$ cat config.mk
export PLATFORM = sky130hd
export DESIGN_NAME = weighted_vector_distance
export DESIGN_NICKNAME = d
export VERILOG_FILES = /design/src/sv/wvd_pkg.sv /design/src/sv/weighted_vector_distance.sv /design/src/sv/wvd_datapath.sv
export VERILOG_INCLUDE_DIRS = /design/src /design/src/sv
export SDC_FILE = /design/constraint.sdc
export NUM_CORES = 1
export LEC_CHECK = 0
export ABC_AREA = 1
export BUFFER_PORTS_ARGS = -buffer_cell sky130_fd_sc_hd__buf_4
export CAP_MARGIN = 20
export CORE_MARGIN = 1
export CORE_UTILIZATION = 32
export CTS_BUF_LIST = sky130_fd_sc_hd__clkbuf_16
export DETAILED_ROUTE_END_ITERATION = 8
export HOLD_SLACK_MARGIN = 0.1
export RECOVER_POWER = 100
export SYNTH_ARGS = -nofsm -noshare
export SYNTH_HDL_FRONTEND = slang
export SYNTH_SLANG_ARGS = --single-unit
$ cat constraint.sdc
create_clock -name clk -period 4.35 [get_ports clk]
set_input_delay 0.435 -clock clk [delete_from_list [all_inputs] [get_ports clk]]
set_output_delay 0.435 -clock clk [all_outputs]
set_load 0.02 [all_outputs]
$ cat src/sv/weighted_vector_distance_assert.svh
// Assertion macros shared by the weighted vector distance RTL
// Depends on nothing; included by the files that carry assertions
`ifndef WEIGHTED_VECTOR_DISTANCE_ASSERT_SVH
`define WEIGHTED_VECTOR_DISTANCE_ASSERT_SVH

// condition holds on every enabled clock edge
`define WVD_ASSERT_HOLD(label, clk, rst_n, expr, msg) \
    label: assert property (@(posedge clk) disable iff (!rst_n) (expr)) \
        else $error(msg);

// antecedent implies consequent in the same cycle
`define WVD_ASSERT_IMP(label, clk, rst_n, ante, cons, msg) \
    label: assert property (@(posedge clk) disable iff (!rst_n) (ante) |-> (cons)) \
        else $error(msg);

// antecedent implies consequent in the next cycle
`define WVD_ASSERT_NXT(label, clk, rst_n, ante, cons, msg) \
    label: assert property (@(posedge clk) disable iff (!rst_n) (ante) |=> (cons)) \
        else $error(msg);

`endif

$ cat src/sv/wvd_pkg.sv
// Shared types, constants and helpers for the weighted vector distance block
// No dependencies; imported by wvd_datapath, weighted_vector_distance and the test bench
`timescale 1ns / 1ps

package wvd_pkg;

    // default sizes
    localparam int COORD_BITS_DEF = 16;
    localparam int ACC_BITS_DEF   = 48;

    // fixed field widths
    localparam int WEIGHT_W  = 16;
    localparam int FRAC_BITS = 8;
    localparam int DIST_W    = 48;
    localparam int MODE_W    = 2;

    // metric modes (the unused code behaves as squared L2)
    localparam logic [MODE_W-1:0] MODE_L1      = 2'd0;
    localparam logic [MODE_W-1:0] MODE_L2_ROOT = 2'd1;
    localparam logic [MODE_W-1:0] MODE_L2_SQ   = 2'd2;
    localparam logic [MODE_W-1:0] MODE_RESET   = MODE_L2_ROOT;

    // datapath operations issued by the sequencer
    typedef enum logic [2:0] {
        OP_NONE      = 3'd0,
        OP_CAPTURE   = 3'd1,
        OP_MUL_STEP  = 3'd2,
        OP_MUL_W     = 3'd3,
        OP_ACC       = 3'd4,
        OP_ROOT_INIT = 3'd5,
        OP_ROOT_STEP = 3'd6,
        OP_CLEAR     = 3'd7
    } op_t;

    // sequencer to datapath control
    typedef struct packed {
        op_t  op;
        logic sq_path;
    } ctrl_t;

    function automatic int imax(input int x, input int y);
        return (x > y) ? x : y;
    endfunction

endpackage

$ cat src/sv/weighted_vector_distance.sv
// Weighted L1 / L2 / squared L2 distance accumulator, top level
// Depends on wvd_pkg, wvd_datapath and weighted_vector_distance_assert.svh
`timescale 1ns / 1ps
`include "weighted_vector_distance_assert.svh"

// Each request carries one component of two vectors and its Q8.8 weight. A
// single shared adder does the multiply, accumulate and root arithmetic, so a
// request occupies the block and item_ready stays low meanwhile. In L1 mode a
// request is captured, multiplied by the weight in shift-add steps and
// accumulated; in the L2 modes the difference is first squared, so squaring and
// weighting run as two shift-add multiplies. The last component then hands the
// result to the output register, in mode 1 after a square root that yields one
// result bit per cycle. A finished result sits in an output register, so new
// requests are taken while it waits. The mode is sampled when each request is
// taken; the root follows the mode of the last one.

module weighted_vector_distance
    import wvd_pkg::*;
#(
    parameter int COORD_BITS = COORD_BITS_DEF,
    parameter int ACC_BITS   = ACC_BITS_DEF
)
(
    input  logic                         clk,
    input  logic                         rst_n,
    // configuration write channel
    input  logic                         cfg_valid,
    output logic                         cfg_ready,
    input  logic [MODE_W-1:0]            metric_mode,
    // component channel
    input  logic                         item_valid,
    output logic                         item_ready,
    input  logic signed [COORD_BITS-1:0] coord_a,
    input  logic signed [COORD_BITS-1:0] coord_b,
    input  logic [WEIGHT_W-1:0]          weight,
    input  logic                         last_component,
    // result channel
    output logic                         result_valid,
    input  logic                         result_ready,
    output logic [DIST_W-1:0]            distance,
    output logic                         saturated
);

    localparam int ROOT_W  = (ACC_BITS + 1) / 2;
    localparam int CNT_MAX = imax(imax(COORD_BITS, WEIGHT_W), ROOT_W);
    localparam int CNT_W   = $clog2(CNT_MAX);
    localparam int EXT_W   = imax(ACC_BITS, DIST_W);

    typedef enum logic [7:0] {
        S_IDLE  = 8'b0000_0001,
        S_SQ    = 8'b0000_0010,
        S_WLOAD = 8'b0000_0100,
        S_MUL   = 8'b0000_1000,
        S_ACC   = 8'b0001_0000,
        S_RINIT = 8'b0010_0000,
        S_ROOT  = 8'b0100_0000,
        S_EMIT  = 8'b1000_0000
    } state_t;

    state_t              state_reg, state_next;
    logic [CNT_W-1:0]    cnt_reg, cnt_next;
    logic [MODE_W-1:0]   mode_cfg_reg, mode_cfg_next;
    logic [MODE_W-1:0]   mode_reg, mode_next;
    logic                last_reg, last_next;
    logic                result_valid_reg, result_valid_next;
    logic [DIST_W-1:0]   distance_reg, distance_next;
    logic                saturated_reg, saturated_next;
    ctrl_t               ctrl;
    logic [ACC_BITS-1:0] acc_sum;
    logic                acc_ovf;
    logic [ROOT_W-1:0]   root;
    logic [EXT_W-1:0]    dist_sel;

    wvd_datapath #(
        .COORD_BITS (COORD_BITS),
        .ACC_BITS   (ACC_BITS)
    ) u_datapath (
        .clk     (clk),
        .rst_n   (rst_n),
        .ctrl    (ctrl),
        .coord_a (coord_a),
        .coord_b (coord_b),
        .weight  (weight),
        .acc_sum (acc_sum),
        .acc_ovf (acc_ovf),
        .root    (root)
    );

    // configuration register, takes a write on any cycle
    assign cfg_ready     = 1'b1;
    assign mode_cfg_next = (cfg_valid && cfg_ready) ? metric_mode : mode_cfg_reg;

    // result value: root in mode 1, otherwise the sum
    always_comb
    begin
        dist_sel = '0;
        if (mode_reg == MODE_L2_ROOT)
        begin
            dist_sel[ROOT_W-1:0] = root;
        end
        else
        begin
            dist_sel[ACC_BITS-1:0] = acc_sum;
        end
    end

    // sequencer
    always_comb
    begin
        state_next        = state_reg;
        cnt_next          = cnt_reg;
        mode_next         = mode_reg;
        last_next         = last_reg;
        distance_next     = distance_reg;
        saturated_next    = saturated_reg;
        result_valid_next = result_valid_reg && !result_ready;
        ctrl.op           = OP_NONE;
        ctrl.sq_path      = (mode_cfg_reg != MODE_L1);
        unique case (state_reg)
            S_IDLE:
            begin
                if (item_valid)
                begin
                    ctrl.op    = OP_CAPTURE;
                    mode_next  = mode_cfg_reg;
                    last_next  = last_component;
                    cnt_next   = '0;
                    state_next = ctrl.sq_path ? S_SQ : S_MUL;
                end
            end
            S_SQ:
            begin
                ctrl.op  = OP_MUL_STEP;
                cnt_next = cnt_reg + 1'b1;
                if (cnt_reg == CNT_W'(COORD_BITS - 1))
                begin
                    state_next = S_WLOAD;
                end
            end
            S_WLOAD:
            begin
                ctrl.op    = OP_MUL_W;
                cnt_next   = '0;
                state_next = S_MUL;
            end
            S_MUL:
            begin
                ctrl.op  = OP_MUL_STEP;
                cnt_next = cnt_reg + 1'b1;
                if (cnt_reg == CNT_W'(WEIGHT_W - 1))
                begin
                    state_next = S_ACC;
                end
            end
            S_ACC:
            begin
                ctrl.op = OP_ACC;
                priority if (!last_reg)
                begin
                    state_next = S_IDLE;
                end
                else if (mode_reg == MODE_L2_ROOT)
                begin
                    state_next = S_RINIT;
                end
                else
                begin
                    state_next = S_EMIT;
                end
            end
            S_RINIT:
            begin
                ctrl.op    = OP_ROOT_INIT;
                cnt_next   = '0;
                state_next = S_ROOT;
            end
            S_ROOT:
            begin
                ctrl.op  = OP_ROOT_STEP;
                cnt_next = cnt_reg + 1'b1;
                if (cnt_reg == CNT_W'(ROOT_W - 1))
                begin
                    state_next = S_EMIT;
                end
            end
            S_EMIT:
            begin
                if (!result_valid_reg || result_ready)
                begin
                    ctrl.op           = OP_CLEAR;
                    result_valid_next = 1'b1;
                    distance_next     = dist_sel[DIST_W-1:0];
                    saturated_next    = acc_ovf;
                    state_next        = S_IDLE;
                end
            end
            default:
            begin
                state_next = S_IDLE;
            end
        endcase
    end

    // control state
    always_ff @(posedge clk or negedge rst_n)
    begin
        if (!rst_n)
        begin
            state_reg        <= S_IDLE;
            cnt_reg          <= '0;
            mode_cfg_reg     <= MODE_RESET;
            result_valid_reg <= 1'b0;
        end
        else
        begin
            state_reg        <= state_next;
            cnt_reg          <= cnt_next;
            mode_cfg_reg     <= mode_cfg_next;
            result_valid_reg <= result_valid_next;
        end
    end

    // per-request payload
    always_ff @(posedge clk)
    begin
        mode_reg      <= mode_next;
        last_reg      <= last_next;
        distance_reg  <= distance_next;
        saturated_reg <= saturated_next;
    end

    assign item_ready   = (state_reg == S_IDLE);
    assign result_valid = result_valid_reg;
    assign distance     = distance_reg;
    assign saturated    = saturated_reg;

    // handing off a result leaves a cleared accumulator behind
    `WVD_ASSERT_NXT(a_emit_clears, clk, rst_n, (state_reg == S_EMIT) && (state_next == S_IDLE), (acc_sum == '0) && !acc_ovf, "accumulator not cleared after result")
    // the root is only taken for a vector ending in mode 1
    `WVD_ASSERT_IMP(a_root_mode, clk, rst_n, (state_reg == S_ROOT) || (state_reg == S_RINIT), last_reg && (mode_reg == MODE_L2_ROOT), "root taken outside mode 1")
    // the weight multiply never runs past its bit count
    `WVD_ASSERT_IMP(a_mul_count, clk, rst_n, state_reg == S_MUL, cnt_reg < CNT_W'(WEIGHT_W), "weight multiply step count overrun")

endmodule

$ cat src/sv/wvd_datapath.sv
// Datapath of the weighted vector distance block: one shared adder used for
// shift-add multiply, saturating accumulate and digit-by-digit square root
// Depends on wvd_pkg and weighted_vector_distance_assert.svh
`timescale 1ns / 1ps
`include "weighted_vector_distance_assert.svh"

module wvd_datapath
    import wvd_pkg::*;
#(
    parameter int COORD_BITS = COORD_BITS_DEF,
    parameter int ACC_BITS   = ACC_BITS_DEF
)
(
    input  logic                         clk,
    input  logic                         rst_n,
    input  ctrl_t                        ctrl,
    input  logic signed [COORD_BITS-1:0] coord_a,
    input  logic signed [COORD_BITS-1:0] coord_b,
    input  logic [WEIGHT_W-1:0]          weight,
    output logic [ACC_BITS-1:0]          acc_sum,
    output logic                         acc_ovf,
    output logic [(ACC_BITS+1)/2-1:0]    root
);

    localparam int DIFF_W = COORD_BITS + 1;
    localparam int SQ_W   = 2 * COORD_BITS;
    localparam int PROD_W = SQ_W + WEIGHT_W;
    localparam int MPL_W  = imax(COORD_BITS, WEIGHT_W);
    localparam int ROOT_W = (ACC_BITS + 1) / 2;
    localparam int RAD_W  = 2 * ROOT_W;
    localparam int REM_W  = ROOT_W + 2;
    localparam int ALU_W  = imax(imax(PROD_W, ACC_BITS), REM_W) + 1;
    localparam logic [ACC_BITS-1:0] ACC_MAX = '1;

    logic [PROD_W-1:0]   mcand_reg;
    logic [MPL_W-1:0]    mplier_reg;
    logic [PROD_W-1:0]   prod_reg;
    logic [WEIGHT_W-1:0] w_reg;
    logic [ACC_BITS-1:0] sum_reg, sum_next;
    logic                ovf_reg, ovf_next;
    logic [ROOT_W-1:0]   root_reg;
    logic [REM_W-1:0]    rem_reg;
    logic [RAD_W-1:0]    rad_reg;

    logic signed [DIFF_W-1:0] diff;
    logic [COORD_BITS-1:0]    mag;
    logic [REM_W-1:0]         rem_shift;
    logic [ALU_W-1:0]         alu_a, alu_b;
    logic                     alu_sub;
    logic [ALU_W:0]           alu_res;
    logic                     acc_clip;

    // magnitude of the component difference
    always_comb
    begin
        diff = DIFF_W'(coord_a) - DIFF_W'(coord_b);
        mag  = diff[DIFF_W-1] ? COORD_BITS'(-diff) : COORD_BITS'(diff);
    end

    // next partial remainder of the square root
    assign rem_shift = {rem_reg[REM_W-3:0], rad_reg[RAD_W-1 -: 2]};

    // shared adder operand select
    always_comb
    begin
        alu_a   = '0;
        alu_b   = '0;
        alu_sub = 1'b0;
        unique case (ctrl.op)
            OP_MUL_STEP:
            begin
                alu_a[PROD_W-1:0] = prod_reg;
                alu_b[PROD_W-1:0] = mcand_reg;
            end
            OP_ACC:
            begin
                alu_a[ACC_BITS-1:0]         = sum_reg;
                alu_b[PROD_W-FRAC_BITS-1:0] = prod_reg[PROD_W-1:FRAC_BITS];
            end
            OP_ROOT_STEP:
            begin
                alu_a[REM_W-1:0] = rem_shift;
                alu_b[REM_W-1:0] = {root_reg, 2'b01};
                alu_sub          = 1'b1;
            end
            default:
            begin
                alu_sub = 1'b0;
            end
        endcase
    end

    // shared adder, carry out means no borrow when subtracting
    assign alu_res = {1'b0, alu_a} + {1'b0, (alu_sub ? ~alu_b : alu_b)}
                     + {{ALU_W{1'b0}}, alu_sub};

    // clip when the sum spills past the accumulator width
    assign acc_clip = |alu_res[ALU_W:ACC_BITS];

    // accumulator and clip flag
    always_comb
    begin
        sum_next = sum_reg;
        ovf_next = ovf_reg;
        if (ctrl.op == OP_ACC)
        begin
            sum_next = acc_clip ? ACC_MAX : alu_res[ACC_BITS-1:0];
            ovf_next = ovf_reg | acc_clip;
        end
        else if (ctrl.op == OP_CLEAR)
        begin
            sum_next = '0;
            ovf_next = 1'b0;
        end
    end

    always_ff @(posedge clk or negedge rst_n)
    begin
        if (!rst_n)
        begin
            sum_reg <= '0;
            ovf_reg <= 1'b0;
        end
        else
        begin
            sum_reg <= sum_next;
            ovf_reg <= ovf_next;
        end
    end

    // multiplier and square root working registers
    always_ff @(posedge clk)
    begin
        unique case (ctrl.op)
            OP_CAPTURE:
            begin
                mcand_reg  <= PROD_W'(mag);
                mplier_reg <= ctrl.sq_path ? MPL_W'(mag) : MPL_W'(weight);
                prod_reg   <= '0;
                w_reg      <= weight;
            end
            OP_MUL_STEP:
            begin
                if (mplier_reg[0])
                begin
                    prod_reg <= alu_res[PROD_W-1:0];
                end
                mcand_reg  <= {mcand_reg[PROD_W-2:0], 1'b0};
                mplier_reg <= {1'b0, mplier_reg[MPL_W-1:1]};
            end
            OP_MUL_W:
            begin
                mcand_reg  <= prod_reg;
                mplier_reg <= MPL_W'(w_reg);
                prod_reg   <= '0;
            end
            OP_ROOT_INIT:
            begin
                rad_reg  <= RAD_W'(sum_reg);
                root_reg <= '0;
                rem_reg  <= '0;
            end
            OP_ROOT_STEP:
            begin
                if (alu_res[ALU_W])
                begin
                    rem_reg  <= alu_res[REM_W-1:0];
                    root_reg <= {root_reg[ROOT_W-2:0], 1'b1};
                end
                else
                begin
                    rem_reg  <= rem_shift;
                    root_reg <= {root_reg[ROOT_W-2:0], 1'b0};
                end
                rad_reg <= {rad_reg[RAD_W-3:0], 2'b00};
            end
            default:
            begin
                prod_reg <= prod_reg;
            end
        endcase
    end

    assign acc_sum = sum_reg;
    assign acc_ovf = ovf_reg;
    assign root    = root_reg;

    // once clipped, the sum stays pinned until cleared
    `WVD_ASSERT_HOLD(a_clip_pins_max, clk, rst_n, !ovf_reg || (sum_reg == ACC_MAX), "clip flag set but sum below max")
    // partial products never outgrow the product register
    `WVD_ASSERT_IMP(a_prod_fits, clk, rst_n, (ctrl.op == OP_MUL_STEP) && mplier_reg[0], alu_res[ALU_W:PROD_W] == '0, "partial product overflow")

endmodule

==> flow_summary.ini <==
[critical_path]
crit_top_cell = a21oi_1
crit_family = compound AO/OA/AOI/OAI gates
cpPeakStageDelay_ns = 0.45
reg2reg_depth = 18
endpoint_kind = flop
crit_chain = nor2_4 > inv_2 > nor2_8 > nand2_2 > nand2_4 > inv_2 > buf_12 > nor2_1 > a21oi_1 > a21oi_1 > ha_1 > a21oi_1 > o21ai_0 > a21oi_1 > o21ai_0 > a21oi_1 > xor2_1 > nor2_1
r2r_slack_ns = 0.23
rr_endpoint = u_datapath.prod_reg[25]
cp_slowest_cell = dfrtp_1
path_max_fanout = 22
critical_path_class = reg -> reg
critPathRequiredTime_ns = 4.61
critPathLaunchType = flop
reg2reg_from = state_reg[6]
cp_num_buf_inv = 3
critical_path_arrival_ns = 4.37

[routing]
ant_nets = 0
drt_iter0_markers = 2061
vias = 17490
wire_per_inst_um = 18.43
dr.pass1.iters = 6
drc_errors = 0
routed_wl_um = 62290
viasPerCell = 5.176

[clock_tree]
insertion_delay_ns = 0.55
cts_tree = done
h-tree-depth = 2
root_buffer = clkbuf_16
clock-sinks = 341
path_clk_slew_ns = 0.07
cts_buffers = 35
max-clock-path-buffers = 3

[power_and_ir_drop]
powerDensity_mw_per_mm2 = 578.3
ir_worst_vdd_v = 0.0003670
power_leakage_nw = 10.11
total_power_w = 0.01349

[sta]
setup_violations = 0
drv_slew = 111
worst_pin_slew_ns = 2.180
rsz0062_at_grt = yes
period_minus_slack_ns = 4.116
fin_skew_ns = 0.02981
slew_headroom_pct = -45.33
fin_crit_sh_pct = 94.61
fmax_mhz = 243.0
whs_ns = 0.1463
hold_viol = 0

[synth]
ys.flop_type = edfxtp_1
yosysUniqueCellTypes = 52
yosysWarnings = 0
yosys_register_bits = 341
yosysTopAreaCell = edfxtp_1
synth_fp_nets = 2499
yosysMostFrequentCell = nand2_1
syn_avg_cell_area_um2 = 8.437
yosys-top-cells-area = edfxtp_1 41%, nand2_1 11%, dfrtp_1 7.9%
ys_async_sr_fraction_pct = 19.06
synth_top_cell_area_share_pct = 41.36
synth-edff-count = 276
synth_cells = 2375
netlist_area_mm2 = 0.02004
netlist_top_cells_count = 593 x nand2_1, 312 x inv_1, 276 x edfxtp_1
seq_area_frac_synth_pct = 49.49

[global_route]
grt_antenna_before_repair = 0
grt_pass1_vias = 17270
grt_pass1_wl_um = 98730
grt_max_degree = 65
grt_usage_pct = 19.61
gr-total-overflow = 0

[die]
fp.dieW_um = 252.2
initial_core_util_pct = 32.41
dieArea_mm2 = 0.06362
pin_count = 108
core_mm2 = 0.06183
fp-row-count = 91
die-height_um = 252.2

[cells_and_area]
n_antenna_cell = 0
multi_input_area_mm2 = 0.008652
regArea_mm2 = 0.009917
area_growth_pct = 16.40
fin_nets = 2642
drive_above_1_share_pct = 10.03
fill_cells = 6304

[job]
cap_violations = 3

[run_status]
status = finished, violations left
violations = capacitance limit, slew limit

[placement]
place.gp.congestion = 0.9710
numPortBuffers = 106
dp_hpwl_um = 47040

[hold_path]
worstHoldStart = metric_mode[1]
hold_end = mode_cfg_reg[1]
whs_path_depth = 2
hold_class = in -> reg
## cell usage in the layout, fill, tap and decap left out, drive strengths merged, types with 5 or more instances in the layout
cell / count
nand2: 608
inv: 324
edfxtp: 276
nor2: 275
o21ai: 176
a21oi: 126
clkbuf: 107
buf: 102
nand3: 95
ha: 66
dfrtp: 63
o211ai: 58
o22ai: 45
o221ai: 31
xnor2: 28
xor2: 18
dlygate4sd3: 18
clkinv: 18
nand4: 16
nor3: 11
a22oi: 10
nand3b: 10
a21o: 9
nor4: 8
o21a: 5
a31oi: 5
## repair_timing
item,CTS,global route
buffers inserted,0,1
resized for setup,0,19
hold endpoints to repair,49,0
endpoints found under the setup margin,0,61
hold buffers,18,0
## routing by layer
layer,track usage [%],up-vias,part of all wire (%),routed length (um)
li1,-,8289,-,-
met1,26.97,8413,44,27560
met2,32.52,688,47,28970
met3,1.874,104,6.4,3981
met4,6.026,0,2.9,1780
met5,0,-,0,0
## worst max-delay path by stage
stage | start | endpoint | slack (ns) | cells past startpoint
6_report | state_reg[6] | u_datapath.prod_reg[25] | 0.23 | 18
5_1_grt | state_reg[6] | u_datapath.prod_reg[38] | -0.0005 | 22
4_1_cts | state_reg[3] | u_datapath.acc_sum[29] | 0.12 | 22
3_5_place_dp | state_reg[3] | u_datapath.acc_sum[29] | 0.12 | 22
3_3_place_gp | state_reg[3] | u_datapath.prod_reg[32] | 0.17 | 22
2_1_floorplan | state_reg[0] | u_datapath.rad_reg[0] | 0.40 | 7
## report_power, final
group | switching [W] | internal (W) | total [W]
combinational | 0.00355 | 0.00162 | 0.00517
sequential | 0.000486 | 0.00490 | 0.00538
clock | 0.00129 | 0.00164 | 0.00294
## metrics by stage
step | utilization (%) | instances | setup TNS, ns | setup slack [ns] | instance area [um2]
after global placement | 35.89 | 3298 | 0 | 0.1718 | 22190
after detailed placement | 35.89 | 3298 | 0 | 0.1199 | 22190
after floorplan | - | 2375 | 0 | 0.4041 | 20040
after CTS | 37.92 | 3378 | 0 | 0.1233 | 23450
after global routing | 37.73 | 3380 | -0.0005334 | -0.0005334 | 23320
final | 37.73 | 3380 | 0 | 0.2344 | 23320
## cells by family (layout without fill, tap and decap cells)
family	after synthesis	in the layout	share of synthesized area (%)
mux	2	2	0.1124
compound gates	480	480	14.94
buf+inv	407	575	7.836
xor+xnor	46	46	2.011
simple gates	1030	1030	21.27
other cells	1	1	0.01871
fa+ha+maj	68	68	4.321
flops	341	341	49.49
## cell type report
cell class	instances	share of cell area (%)
clock inverter	27	0.8690
timing repair buffer	192	6.083
multi-input combinational	1627	37.09
tap	837	4.490
inverter	321	5.193
sequential	341	42.52
clock buffer	35	3.755
(Power assumes the default switching activity.)
